**src/hw/rtl/dcfir_pkg.sv**
```systemverilog
// Shared types and constants of the decimating complex FIR.
package dcfir_pkg;

    localparam int SAMPLE_W   = 16;
    localparam int TAP_IDX_W  = 6;
    localparam int FACTOR_W   = 9;
    localparam int PHASE_W    = 8;
    localparam int FACTOR_MAX = 256;
    localparam int ROUND_BIAS = 16384;
    localparam int FRAC_BITS  = 15;

    localparam logic REQ_SAMPLE = 1'b0;
    localparam logic REQ_TAP    = 1'b1;

    // controller to datapath
    typedef struct packed {
        logic clr_we;    // zero both stores at the sweep counter
        logic smp_we;    // write the accepted sample into the history
        logic tap_we;    // write the accepted tap
        logic rd_en;     // issue one tap read pair
        logic first;     // first tap of a run, restarts the accumulator
        logic load_out;  // round, saturate and load the output register
    } t_fir_cmd;

    // datapath to controller
    typedef struct packed {
        logic busy;      // multiply-accumulate pipeline still holds terms
    } t_fir_sts;

endpackage

```
**src/hw/rtl/dcfir_ctrl.sv**
```systemverilog
// Controller: clearing sweep, decimation phase, tap sequencing and output handshake.
module dcfir_ctrl #(
    parameter int TAPS = 64
) (
    input  logic                         i_clk,
    input  logic                         i_rst_n,
    input  logic                         i_cfg_we,
    input  logic [dcfir_pkg::FACTOR_W-1:0] i_cfg_data,
    input  logic                         i_in_valid,
    input  logic                         i_req_type,
    output logic                         o_in_ready,
    output logic                         o_out_valid,
    input  logic                         i_out_ready,
    input  dcfir_pkg::t_fir_sts          i_sts,
    output dcfir_pkg::t_fir_cmd          o_cmd,
    output logic [$clog2(TAPS)-1:0]      o_wslot,
    output logic [$clog2(TAPS)-1:0]      o_cnt,
    output logic [$clog2(TAPS)-1:0]      o_rptr
);
    import dcfir_pkg::*;

    localparam int AW = $clog2(TAPS);
    localparam logic [AW-1:0] LAST = AW'(TAPS - 1);

    typedef enum logic [1:0] {ST_CLEAR, ST_IDLE, ST_RUN, ST_DONE} t_state;

    t_state               r_state;
    logic [FACTOR_W-1:0]  r_factor;
    logic [PHASE_W-1:0]   r_phase;
    logic [AW-1:0]        r_slot;
    logic [AW-1:0]        r_cnt;
    logic [AW-1:0]        r_rptr;
    logic                 r_out_valid;

    logic                 accept;
    logic                 smp_acc;
    logic [FACTOR_W-1:0]  fac_eff;
    logic [FACTOR_W-1:0]  n_phase;
    logic [AW-1:0]        n_slot;
    logic                 fire;

    assign accept  = i_in_valid && o_in_ready;
    assign smp_acc = accept && (i_req_type == REQ_SAMPLE);

    always_comb begin
        if (r_factor == '0) begin
            fac_eff = FACTOR_W'(1);
        end else if (r_factor > FACTOR_W'(FACTOR_MAX)) begin
            fac_eff = FACTOR_W'(FACTOR_MAX);
        end else begin
            fac_eff = r_factor;
        end
    end

    assign n_phase = FACTOR_W'(r_phase) + FACTOR_W'(1);
    assign n_slot  = (r_slot == LAST) ? '0 : r_slot + AW'(1);
    assign fire    = (r_state == ST_DONE) && !i_sts.busy && (!r_out_valid || i_out_ready);

    assign o_in_ready  = (r_state == ST_IDLE);
    assign o_out_valid = r_out_valid;
    assign o_wslot     = r_slot;
    assign o_cnt       = r_cnt;
    assign o_rptr      = r_rptr;

    always_comb begin
        o_cmd          = '0;
        o_cmd.clr_we   = (r_state == ST_CLEAR);
        o_cmd.smp_we   = smp_acc;
        o_cmd.tap_we   = accept && (i_req_type == REQ_TAP);
        o_cmd.rd_en    = (r_state == ST_RUN);
        o_cmd.first    = (r_state == ST_RUN) && (r_cnt == '0);
        o_cmd.load_out = fire;
    end

    always_ff @(posedge i_clk) begin
        if (!i_rst_n) begin
            r_state     <= ST_CLEAR;
            r_factor    <= FACTOR_W'(1);
            r_phase     <= '0;
            r_slot      <= '0;
            r_cnt       <= '0;
            r_rptr      <= '0;
            r_out_valid <= 1'b0;
        end else begin
            if (i_cfg_we) begin
                r_factor <= i_cfg_data;
            end

            if (fire) begin
                r_out_valid <= 1'b1;
            end else if (i_out_ready) begin
                r_out_valid <= 1'b0;
            end

            unique case (r_state)
                ST_CLEAR: begin
                    r_cnt <= (r_cnt == LAST) ? '0 : r_cnt + AW'(1);
                    if (r_cnt == LAST) begin
                        r_state <= ST_IDLE;
                    end
                end
                ST_IDLE: begin
                    if (smp_acc) begin
                        r_slot <= n_slot;
                        if (n_phase < fac_eff) begin
                            r_phase <= n_phase[PHASE_W-1:0];
                        end else begin
                            r_phase <= '0;
                            r_cnt   <= '0;
                            r_rptr  <= r_slot;
                            r_state <= ST_RUN;
                        end
                    end
                end
                ST_RUN: begin
                    r_cnt  <= (r_cnt == LAST) ? '0 : r_cnt + AW'(1);
                    r_rptr <= (r_rptr == '0) ? LAST : r_rptr - AW'(1);
                    if (r_cnt == LAST) begin
                        r_state <= ST_DONE;
                    end
                end
                ST_DONE: begin
                    if (fire) begin
                        r_state <= ST_IDLE;
                    end
                end
                default: r_state <= ST_IDLE;
            endcase
        end
    end
endmodule

```
**config.mk**
```make
export PLATFORM = sky130hd
export DESIGN_NAME = dcfir_ctrl
export DESIGN_NICKNAME = d
export VERILOG_FILES = /design/src/hw/rtl/dcfir_pkg.sv /design/src/hw/rtl/dcfir_ctrl.sv
export SDC_FILE = /design/constraint.sdc
export NUM_CORES = 1
export LEC_CHECK = 0
export BUFFER_PORTS_ARGS = -buffer_cell sky130_fd_sc_hd__buf_2
export CAP_MARGIN = 20
export CORE_UTILIZATION = 35
export CTS_CLUSTER_SIZE = 14
export DETAILED_ROUTE_END_ITERATION = 8
export PLACE_DENSITY_LB_ADDON = 0.15
export SLEW_MARGIN = 10
export SYNTH_ARGS = -nofsm -noshare
export SYNTH_HDL_FRONTEND = slang
export SYNTH_SLANG_ARGS = --single-unit
```
**constraint.sdc**
```tcl
create_clock -name i_clk -period 3 [get_ports i_clk]
set_input_delay 0.3 -clock i_clk [delete_from_list [all_inputs] [get_ports i_clk]]
set_output_delay 0.3 -clock i_clk [all_outputs]
set_load 0.005 [all_outputs]
```
Word level (Yosys, flattened, before mapping)
Index checks and enable logic that the tools add are counted.
Storage, ports and cells
  bits in registers: 38
  input bits: 16
  output and inout port bits: 26
Cells by class
  add/subtract/negate cells: 4
  magnitude comparators: 2
  eq/ne operators: 10
  multiplexer cells: 20
  bitwise operators: 1
  reduce and logical (&&, ||, !) cells: 21
Operators by type and width (number)
  6-bit 2-to-1 mux: 7
  6-bit one-hot mux with 2 select lines: 2
  9-bit 2-to-1 mux: 2
  6-bit by 1-bit adder with 6-bit output, second input constant: 2
  6-bit equality test, second input constant: 2
  6-bit logical NOT: 2
  2-bit 2-to-1 mux: 5
  8-bit by 1-bit adder with 9-bit output, second input constant: 1
  9-bit > comparator, second input constant: 1
  9-bit logical NOT: 1
  9-bit less-than comparator: 1
  8-bit 2-to-1 mux: 1
  2-bit one-hot mux with 4 select lines: 1
  1-bit logical AND: 6
  2-bit by 1-bit != test with 1-bit output, second input constant: 3
  3-bit AND reduction: 2
  2-bit nonzero test: 3
  6-bit by 1-bit subtractor with 6-bit output, second input constant: 1
  5-bit AND reduction: 1
  2-bit equality test, second input constant: 2
  2-bit != test, second input constant: 2
  2-bit by 1-bit equality test with 1-bit output, second input constant: 1
  1-bit logical NOT: 2
  2-bit logical NOT: 1
  other kinds (5): 6

Longest topological paths before layout
Gate-level depths: netlist (run 1).
  depth in word-level cells: 7
  depth in mapped cells: 11

Least setup slack after synthesis (run 1)
OpenSTA, ideal clock, no wires.
  path kind: flip-flop to flip-flop
  start point: reg r_phase[0]
  end point: reg r_cnt[5], in the netlist o_cnt[5]
  data arrival time: 2346 ps
  data required time: 2907 ps
  slack: 560 ps
  cell stages (with the launch flop): 12
  cell sequence: dfxtp_1 -> ha_1 -> nand3_1 -> nor2_1 -> xor2_1 -> ha_1 -> a21oi_1 -> o21ai_0 -> a22oi_1 -> clkbuf_8 -> nand2_1 -> o311ai_2
Between the ends
  word-level cells in the longest chain between the ends: 4
RTL lines
  start, declared: line dcfir_ctrl.sv:29  | logic [PHASE_W-1:0] r_phase;
  start signal, assigned: line dcfir_ctrl.sv:106  | r_phase <= n_phase[PHASE_W-1:0];
  8-bit by 1-bit adder with 9-bit output: line dcfir_ctrl.sv:55  | assign n_phase = FACTOR_W'(r_phase) + FACTOR_W'(1);
  9-bit less-than comparator: line dcfir_ctrl.sv:105  | if (n_phase < fac_eff) begin
  2-bit != test (no line)
  3-bit AND reduction (no line)
  end signal, assigned: line dcfir_ctrl.sv:97  | r_cnt <= (r_cnt == LAST) ? '0 : r_cnt + AW'(1);
  end signal, assigned: line dcfir_ctrl.sv:116  | r_cnt <= (r_cnt == LAST) ? '0 : r_cnt + AW'(1);
  end, declared: line dcfir_ctrl.sv:31  | logic [AW-1:0] r_cnt;
No other way between the ends.
A chain may end at the register's enable or synchronous reset.

Worst setup path in the final report (run 1)
  start point: reg r_phase[0]
  end point: reg r_rptr[1], in the netlist o_rptr[1]
Between the ends
  word-level cells in the longest chain between the ends: 4
RTL lines
  8-bit by 1-bit adder with 9-bit output: line dcfir_ctrl.sv:55
  9-bit less-than comparator: line dcfir_ctrl.sv:105
  2-bit != test (no line)
  3-bit AND reduction (no line)
  end signal, assigned: line dcfir_ctrl.sv:110  | r_rptr <= r_slot;
  end signal, assigned: line dcfir_ctrl.sv:117  | r_rptr <= (r_rptr == '0) ? LAST : r_rptr - AW'(1);
  end, declared: line dcfir_ctrl.sv:32  | logic [AW-1:0] r_rptr;
No other way between the ends.

==> results of run 1 <==
## worst min path at each step
stage | end | cells past startpoint
floorplan | r_factor[0] | 2
global placement | r_factor[0] | 2
detailed placement | o_out_valid | 2
CTS | r_factor[7] | 3
global route | r_factor[2] | 3
finish | r_factor[8] | 3
## stage by stage
stage | total power [mW] | area [um^2]
floorplan | 0.705 | 2460
global placement | 0.764 | 2730
detailed placement | 0.764 | 2730
CTS | 1.15 | 2820
global route | 1.20 | 2820
finish | 1.13 | 2820
## power by group
group	switching, mW	leakage (nW)	internal, mW
logic	0.113	0.867	0.0829
registers	0.0281	0.308	0.527
clock network	0.195	0.0472	0.185
## state kept, by name, indices dropped and copies added, names as in the netlist
name         flops
r_factor         9
o_rptr           6
o_out_valid      1
o_cnt            6
r_phase          8
o_wslot          6
r_state          2
## per-layer routing
metal  vias up  GRT usage (%)  wire (um)
met5         -              0          0
met4         0           5.30         60
met3         7           3.27        196
met2        58           25.7       2520
met1      1025           22.6       3040
li1       1131              -          -
## kinds of logic (layout without fill, tap and decap cells)
family	after synthesis	after routing	share of synthesized area, %
buffers and inverters	29	69	6.60
multiplexers	16	16	6.50
AND/OR/NAND/NOR	126	126	25.1
adder cells (fa/ha/maj)	19	19	9.64
XOR/XNOR	12	12	4.26
flip-flops	38	38	30.9
AO/OA/AOI/OAI	56	56	17.1
## final cells by class
class	count	area [um^2]	area share, %
Tap cell	96	120	4.26
Clock inverter	2	12.5	0.443
Clock buffer	6	82.6	2.93
Multi-Input combinational cell	229	1540	54.7
Sequential cell	38	761	27.0
Timing Repair Buffer	47	250	8.87
Inverter	14	52.6	1.86
## Yosys cell counts (all sizes together) (2+ instances only)
| library cell | instances |
|---|---|
| nand2 | 43 |
| a22oi | 3 |
| nor4 | 5 |
| mux2i | 16 |
| a31oi | 5 |
| and4b | 2 |
| clkbuf | 8 |
| o221ai | 2 |
| nor2b | 3 |
| a21oi | 13 |
| nand2b | 6 |
| ha | 19 |
| nand3b | 2 |
| nand3 | 12 |
| o21ai | 10 |
| and3 | 7 |
| o211ai | 7 |
| o2bb2ai | 3 |
| inv | 13 |
| xnor2 | 3 |
| a211oi | 2 |
| a311oi | 2 |
| nor2 | 29 |
| o311ai | 2 |
| nand4 | 6 |
| dfxtp | 38 |
| xor2 | 9 |
| buf | 7 |
| nor3 | 7 |
| a41oi | 3 |
## worst reg2reg max path: cells and delay by family, from the launching register on
kind                     cells  cell delay (ps)
XOR/XNOR                     1              180
multiplexers                 1              230
AO/OA/AOI/OAI                3              500
AND/OR/NAND/NOR              3              840
flip-flops                   1              390
adder cells (fa/ha/maj)      2              520
## timing repair
action	CTS	global route
endpoints found under the setup margin	0	10
hold buffers	0	0
resized for setup	0	1
==> reports/metrics.cfg, run 1 <==
[global_routing]
grt_pass1_vias=1990
grt_max_degree=20
grt_overflow=0
grt_pass1_wl_um=9670
grt_usage_pct=16.4
antenna_found_initial=0

[power]
leakagePower_nw=1.22
vdd_drop_max_mv=0.188
p_per_area_mw_per_mm2=401

[critical_path]
r2r-end=o_rptr[1]
cp_cell_sequence=ha_1 > nand3_1 > nor2_2 > xor2_1 > ha_1 > a21oi_1 > o21ai_0 > a22oi_1 > and3_1 > mux2i_1
crit_start=r_phase[0]
crit_path_start_kind=flip-flop
r2r_start=r_phase[0]
crit_buf_inv=0
slowest_stage=and3_1
reg2reg_depth=10
crit_required_ps=3230
crit_path_max_fanout=6
end_kind=flip-flop
crit_path_end=o_rptr[1]
cp.depth=10
path_common_cell=ha_1
cp_top_family=simple AND/OR/NAND/NOR gates
criticalPathCategory=flip-flop to flip-flop
rrSetupSlack_ps=280
max_stage_delay_ps=430
worstPathArrival_ps=2950

[final_layout]
fin_cells=432
fin_util_pct=41.5
drive_above_1_share_pct=21.7
final_cell_mix=nand2_1 (43), buf_2 (41), dfxtp_1 (38)
layout.nets=370
num_antenna_cells=0
layout_commonest_cell=nand2_1
syn_to_final_growth_pct=14.5
final.fill_count=711

[cts]
cts.clk_slew.worst_paths_ps=80
clock_latency_ps=290
cts_setup_buffers=0
clockRootBuffer=clkbuf_8
clock_path_buffers=2
cts_htree_levels=2
numCtsBuffers=5
cts_tree=yes
cts_sinks=38

[yosys]
ys_seq_area_share_pct=30.9
synth-edff-count=0
synth_top_area_share_pct=30.9
synth_fp_nets=331
synth_top_flop_cell=dfxtp_1
synth_top_cell_by_area=dfxtp_1
syn-instance-count=296
synth_area_leaders=dfxtp_1 (31%), ha_1 (9.6%), nand2_1 (6.5%)
ys_ff_latch=38
ys.warnings.count=0
avgSynthCellArea_um2=8.33
ys_types=54
async_flop_share_pct=0
synth_area_mm2=0.00246

[placement]
portBuffers=41
place_ws_ps=258
dp_hpwl_um=4280
dp.cells=424
globalplace.congestion=0.832

[sta]
period_share_pct=90.6
setup_tns_ps=0
slew_viol_final=0
fin_ws_ps=281
worst_slew_pin_slew_ps=742
finalSetupViolCount=0
rsz0062_at_grt=no
post-route-min-period_ps=2720
fmax_mhz=368
slew_headroom_pct=49.9
hold_ws_ps=234
hold_violations=0
skew_ps=8.29

[routing]
drtIter0Drc=148
drc_errors=0
vias=2221
antenna_left=0
wl_per_cell_um=13.5
firstDrtPassIters=4
finalWirelength_um=5820
vias_per_cell=5.14

[floorplanning]
die_h_um=85.9
num_rows=30
io_pins=42
initial_utilization_pct=36.3
dieArea_mm2=0.00738
core-area_mm2=0.00679
die_x_um=85.9

[hold_path]
hp-start=i_cfg_data[8]
hold_path_class=primary input to flip-flop

[run]
maxCapViolCount=0

[status]
status=finished, final reports clean

Power figures use the tool's default switching activity.
==> run 2, diff against run 1 <==
--- a/config.mk
+++ b/config.mk
@@ -8,6 +8,7 @@
 export BUFFER_PORTS_ARGS = -buffer_cell sky130_fd_sc_hd__buf_2
 export CAP_MARGIN = 20
 export CORE_UTILIZATION = 35
+export CTS_BUF_LIST = sky130_fd_sc_hd__clkbuf_2
 export CTS_CLUSTER_SIZE = 14
 export DETAILED_ROUTE_END_ITERATION = 8
 export PLACE_DENSITY_LB_ADDON = 0.15
==> run 2 against run 1 <==
Register-to-register slack improved by 30 ps. Critical path type unchanged. Global-route usage fell by 0.12 points. Clock power decreased by 38%. Count of clock-buffer cells in the layout fell by 1.
==> reports/metrics.cfg, run 2 (synthesis gave the netlist of run 1 again) <==
[critical_path]
r2r-end=r_state[1]
crit_start=r_phase[0]
crit_path_max_fanout=10
reg2reg_depth=10
worstPathArrival_ps=3020
rrSetupSlack_ps=310
r2r_start=r_phase[0]
path_common_cell=ha_1
crit_path_start_kind=flip-flop
cp_top_family=simple AND/OR/NAND/NOR gates
end_kind=flip-flop
cp.depth=10
crit_path_end=r_state[1]
max_stage_delay_ps=430
slowest_stage=dfxtp_1
cp_cell_sequence=ha_1 > nand3_1 > nor2_2 > xor2_1 > ha_1 > nand4_1 > nor3_2 > o21ai_2 > a31oi_2 > mux2i_1
crit_buf_inv=0
crit_required_ps=3330
criticalPathCategory=flip-flop to flip-flop

[routing]
finalWirelength_um=5780
firstDrtPassIters=4
antenna_left=0
drtIter0Drc=105
drc_errors=0
vias_per_cell=5.12
wl_per_cell_um=13.4
vias=2210

[final_layout]
final_cell_mix=nand2_1 (43), buf_2 (41), dfxtp_1 (38)
top_regs=r_factor x9, r_phase x8
num_antenna_cells=0
largest-register=r_factor
layout.nets=370
final.fill_count=718
syn_to_final_growth_pct=12.4
layout_commonest_cell=nand2_1
largest_reg_flops=9
multi_input_area_mm2=0.00155
drive_above_1_share_pct=21.7
ff_latch_area_um2=761

[run]
maxCapViolCount=0

[floorplanning]
die_x_um=85.9
num_rows=30
initial_utilization_pct=36.3
io_pins=42
core-area_mm2=0.00679
dieArea_mm2=0.00738
die_h_um=85.9

[sta]
rsz0062_at_grt=no
slew_headroom_pct=49.6
skew_ps=23.1
setup_tns_ps=0
finalSetupViolCount=0
fmax_mhz=372
post-route-min-period_ps=2690
period_share_pct=89.6
worst_slew_pin_slew_ps=746
hold_violations=0
slew_viol_final=0
fin_ws_ps=311

[cts]
clock_latency_ps=400
numCtsBuffers=5
clockRootBuffer=clkbuf_2
cts_setup_buffers=0
cts_resized=0
cts_sinks=38
cts_htree_levels=2
cts.clk_slew.worst_paths_ps=220
clock_path_buffers=2
ctsHoldBuffers=0
cts_tree=yes

[global_routing]
grt_pass1_wl_um=9630
grt_usage_pct=16.3
grt_max_degree=20
antenna_found_initial=0
grt_pass1_vias=1987
grt_overflow=0

[hold_path]
hold_path_class=primary input to flip-flop

[placement]
place_ws_ps=258
dp_hpwl_um=4280
globalplace.congestion=0.832
portBuffers=41

[power]
vdd_drop_max_mv=0.166
p_per_area_mw_per_mm2=357
leakagePower_nw=1.20

[status]
status=finished, final reports clean

run 2: cell count changes in the layout (fill, tap and decap cells not counted):
| cell | delta |
|---|---|
| clkbuf_8 | -6 |
| and3_2 | +1 |
| clkinv_1 | +1 |
| clkbuf_2 | +5 |
| and3_1 | -1 |
run 2: routing by layer:
metal / GRT usage (%) / up-vias / part of all wire [%]
li1: - / 1132 / -
met1: 22.8 / 1023 / 52
met2: 25.4 / 50 / 44
met3: 2.98 / 5 / 3.9
met4: 4.85 / 0 / 0.90
met5: 0 / - / 0
run 2: how the worst min path moves through the flow:
| stage | from | endpoint | slack (ps) | depth (start not counted) |
|---|---|---|---|---|
| final | i_cfg_data[8] | r_factor[8] | 110 | 3 |
| after global placement | r_factor[0] | r_factor[0] | 460 | 2 |
| after global routing | i_cfg_data[2] | r_factor[2] | 80 | 3 |
| after detailed placement | o_out_valid | o_out_valid | 480 | 2 |
| after CTS | i_cfg_data[7] | r_factor[7] | 90 | 3 |
| after floorplan | i_cfg_data[0] | r_factor[0] | 430 | 2 |
run 2: layout make-up:
cell class / instances / share of cell area, %
multi-input combinational: 229 / 55.8
sequential: 38 / 27.5
timing repair buffer: 47 / 9.03
tap: 96 / 4.34
inverter: 14 / 1.90
clock buffer: 5 / 0.903
clock inverter: 3 / 0.587
run 2: tightest hold or removal path, stage by stage:
cell	delay, ps
buf_2	70
mux2i_1	50
nor2_1	70
run 2: per-stage QoR:
| stage | hold slack [ps] | instances | cell area, um^2 | util (%) | power (mW) |
|---|---|---|---|---|---|
| 6_report | 107 | 432 | 2770 | 40.8 | 0.989 |
| 5_1_grt | 81.4 | 432 | 2770 | 40.8 | 1.06 |
| 4_1_cts | 91.0 | 432 | 2770 | 40.7 | 1.01 |
| 3_5_place_dp | 476 | 424 | 2730 | 40.1 | 0.764 |
| 3_3_place_gp | 461 | 424 | 2730 | 40.1 | 0.764 |
| 2_1_floorplan | 428 | 296 | 2460 | - | 0.705 |
run 2: power by group:
| group | total (mW) | leakage [nW] | switching (mW) | internal [mW] |
|---|---|---|---|---|
| Clock | 0.236 | 0.0264 | 0.183 | 0.0532 |
| Sequential | 0.557 | 0.308 | 0.0281 | 0.529 |
| Combinational | 0.196 | 0.867 | 0.113 | 0.0829 |
| Total | 0.989 | 1.20 | 0.324 | 0.665 |
==> run 3, diff against run 2 <==
==> constraint.sdc (replaced) <==
create_clock -name i_clk -period 3.2 [get_ports i_clk]
set_input_delay 0.32 -clock i_clk [delete_from_list [all_inputs] [get_ports i_clk]]
set_output_delay 0.32 -clock i_clk [all_outputs]
set_load 0.005 [all_outputs]
==> run 3 against run 2 <==
Sequential power fell by 6.1%. Final area is 0.54% lower. Highest routed layer unchanged. Largest cell class unchanged. First-iteration DRC count decreased by 17%. Sequential cell count unchanged.
==> reports/metrics.cfg, run 3 (synthesis gave the netlist of run 1 again) <==
[status]
status=finished, final reports clean

[final_layout]
top_regs=r_factor x9, r_phase x8
num_antenna_cells=0
largest_reg_flops=9
drive_above_1_share_pct=21.3
final_cell_mix=nand2_1 (43), buf_2 (41), dfxtp_1 (38)
syn_to_final_growth_pct=11.8
largest-register=r_factor
layout_commonest_cell=nand2_1
layout.nets=368

[power]
p_clk_share_pct=23.4
p_per_area_mw_per_mm2=335
leakagePower_nw=1.19
comb_power_share_pct=19.8
switching_share_pct=32.5
power.internal_mw=0.623
vdd_drop_max_mv=0.166
seqPwrFrac_pct=56.7
switchingPower_mw=0.299

[critical_path]
slowest_stage=dfxtp_1
max_stage_delay_ps=440
worstPathArrival_ps=3210
path_common_cell=ha_1
crit_start=r_phase[0]
crit_buf_inv=0
cp_top_family=simple AND/OR/NAND/NOR gates
end_kind=flip-flop
crit_path_start_kind=flip-flop
r2r_start=r_phase[0]
crit_required_ps=3520
crit_path_max_fanout=11
criticalPathCategory=flip-flop to flip-flop
cp_cell_sequence=ha_1 > nand3_1 > nor2_2 > xor2_1 > ha_1 > nand4_1 > nor3_2 > o211ai_2 > and3_2 > o31ai_2

[hold_path]
hp-start=i_cfg_data[5]
hold_path_class=primary input to flip-flop

[cts]
cts_tree=yes
clock_path_buffers=2
cts_sinks=38
clockRootBuffer=clkbuf_2
cts_htree_levels=2
cts_resized=0
clock_latency_ps=380
cts.clk_slew.worst_paths_ps=220
ctsHoldBuffers=0
cts_setup_buffers=0
numCtsBuffers=5

[floorplanning]
num_rows=30
die_h_um=85.9
dieArea_mm2=0.00738
io_pins=42
core-area_mm2=0.00679
die_x_um=85.9
initial_utilization_pct=36.3

[sta]
fmax_mhz=346
finalSetupViolCount=0
hold_ws_ps=157
period_share_pct=90.3
hold_violations=0
slew_headroom_pct=47.3
worst_slew_pin_slew_ps=789
skew_ps=26.0
slew_viol_final=0
rsz0062_at_grt=no
post-route-min-period_ps=2890
setup_tns_ps=0

[routing]
antenna_left=0
vias=2231
drc_errors=0
drtIter0Drc=87
finalWirelength_um=5840
wl_per_cell_um=13.6
vias_per_cell=5.19
firstDrtPassIters=4

[global_routing]
grt_overflow=0
antenna_found_initial=0
grt_pass1_vias=2102
grt_pass1_wl_um=10000
grt_usage_pct=16.8
grt_max_degree=24

[placement]
portBuffers=41
globalplace.congestion=0.839
dp_hpwl_um=4310

[run]
maxCapViolCount=0

## run 3: cell types whose count changed in the layout (fill, tap and decap cells not counted)
| cell | before | now |
|---|---|---|
| buf_4 | 6 | 4 |
## run 3: routing by layer
| metal | vias to the layer above | part of all wire, % | track usage, % |
|---|---|---|---|
| met3 | 4 | 2.5 | 3.18 |
| met1 | 1049 | 51 | 23.8 |
| met5 | - | 0 | 0 |
| met2 | 47 | 46 | 25.5 |
| li1 | 1131 | - | - |
| met4 | 0 | 0.77 | 6.06 |
## run 3: per-stage QoR
stage / util [%] / total power, mW / area (um^2) / instances / setup WS (ps)
finish: 40.6 / 0.922 / 2760 / 430 / 311
global route: 40.6 / 0.987 / 2760 / 430 / 1.48
CTS: 40.5 / 0.944 / 2750 / 430 / 200
detailed placement: 39.9 / 0.717 / 2710 / 422 / 241
global placement: 39.9 / 0.717 / 2710 / 422 / 459
floorplan: - / 0.661 / 2460 / 296 / 760
## run 3: power by group through the flow
| stage | combinational [mW] | sequential, mW | clock, mW |
|---|---|---|---|
| 2_1_floorplan | 0.134 | 0.528 | 0 |
| 3_3_place_gp | 0.184 | 0.533 | 0 |
| 3_5_place_dp | 0.184 | 0.533 | 0 |
| 4_1_cts | 0.185 | 0.524 | 0.236 |
| 5_1_grt | 0.206 | 0.528 | 0.253 |
| 6_report | 0.183 | 0.523 | 0.216 |
## run 3: final timing paths
check,depth (start not counted),to,slack [ps]
worst max-delay path,10,o_rptr[5],310
worst min-delay path,3,r_factor[5],160
worst max register to register,10,o_rptr[5],310
worst min register to register,2,o_out_valid,480
## run 3: final cells by class
cell class	instances	area (um^2)
Fill cell	717	4040
Multi-Input combinational cell	229	1550
Sequential cell	38	761
Timing Repair Buffer	45	235
Tap cell	96	120
Inverter	14	52.6
Clock buffer	5	25.0
Clock inverter	3	16.3
## run 3: worst reg2reg max path, cell delays in order (launching register included)
cell      delay [ps]
dfxtp_1          440
ha_1             250
nand3_1          200
nor2_2           230
xor2_1           110
ha_1             330
nand4_1          160
nor3_2           280
o211ai_2         270
and3_2           360
o31ai_2          210
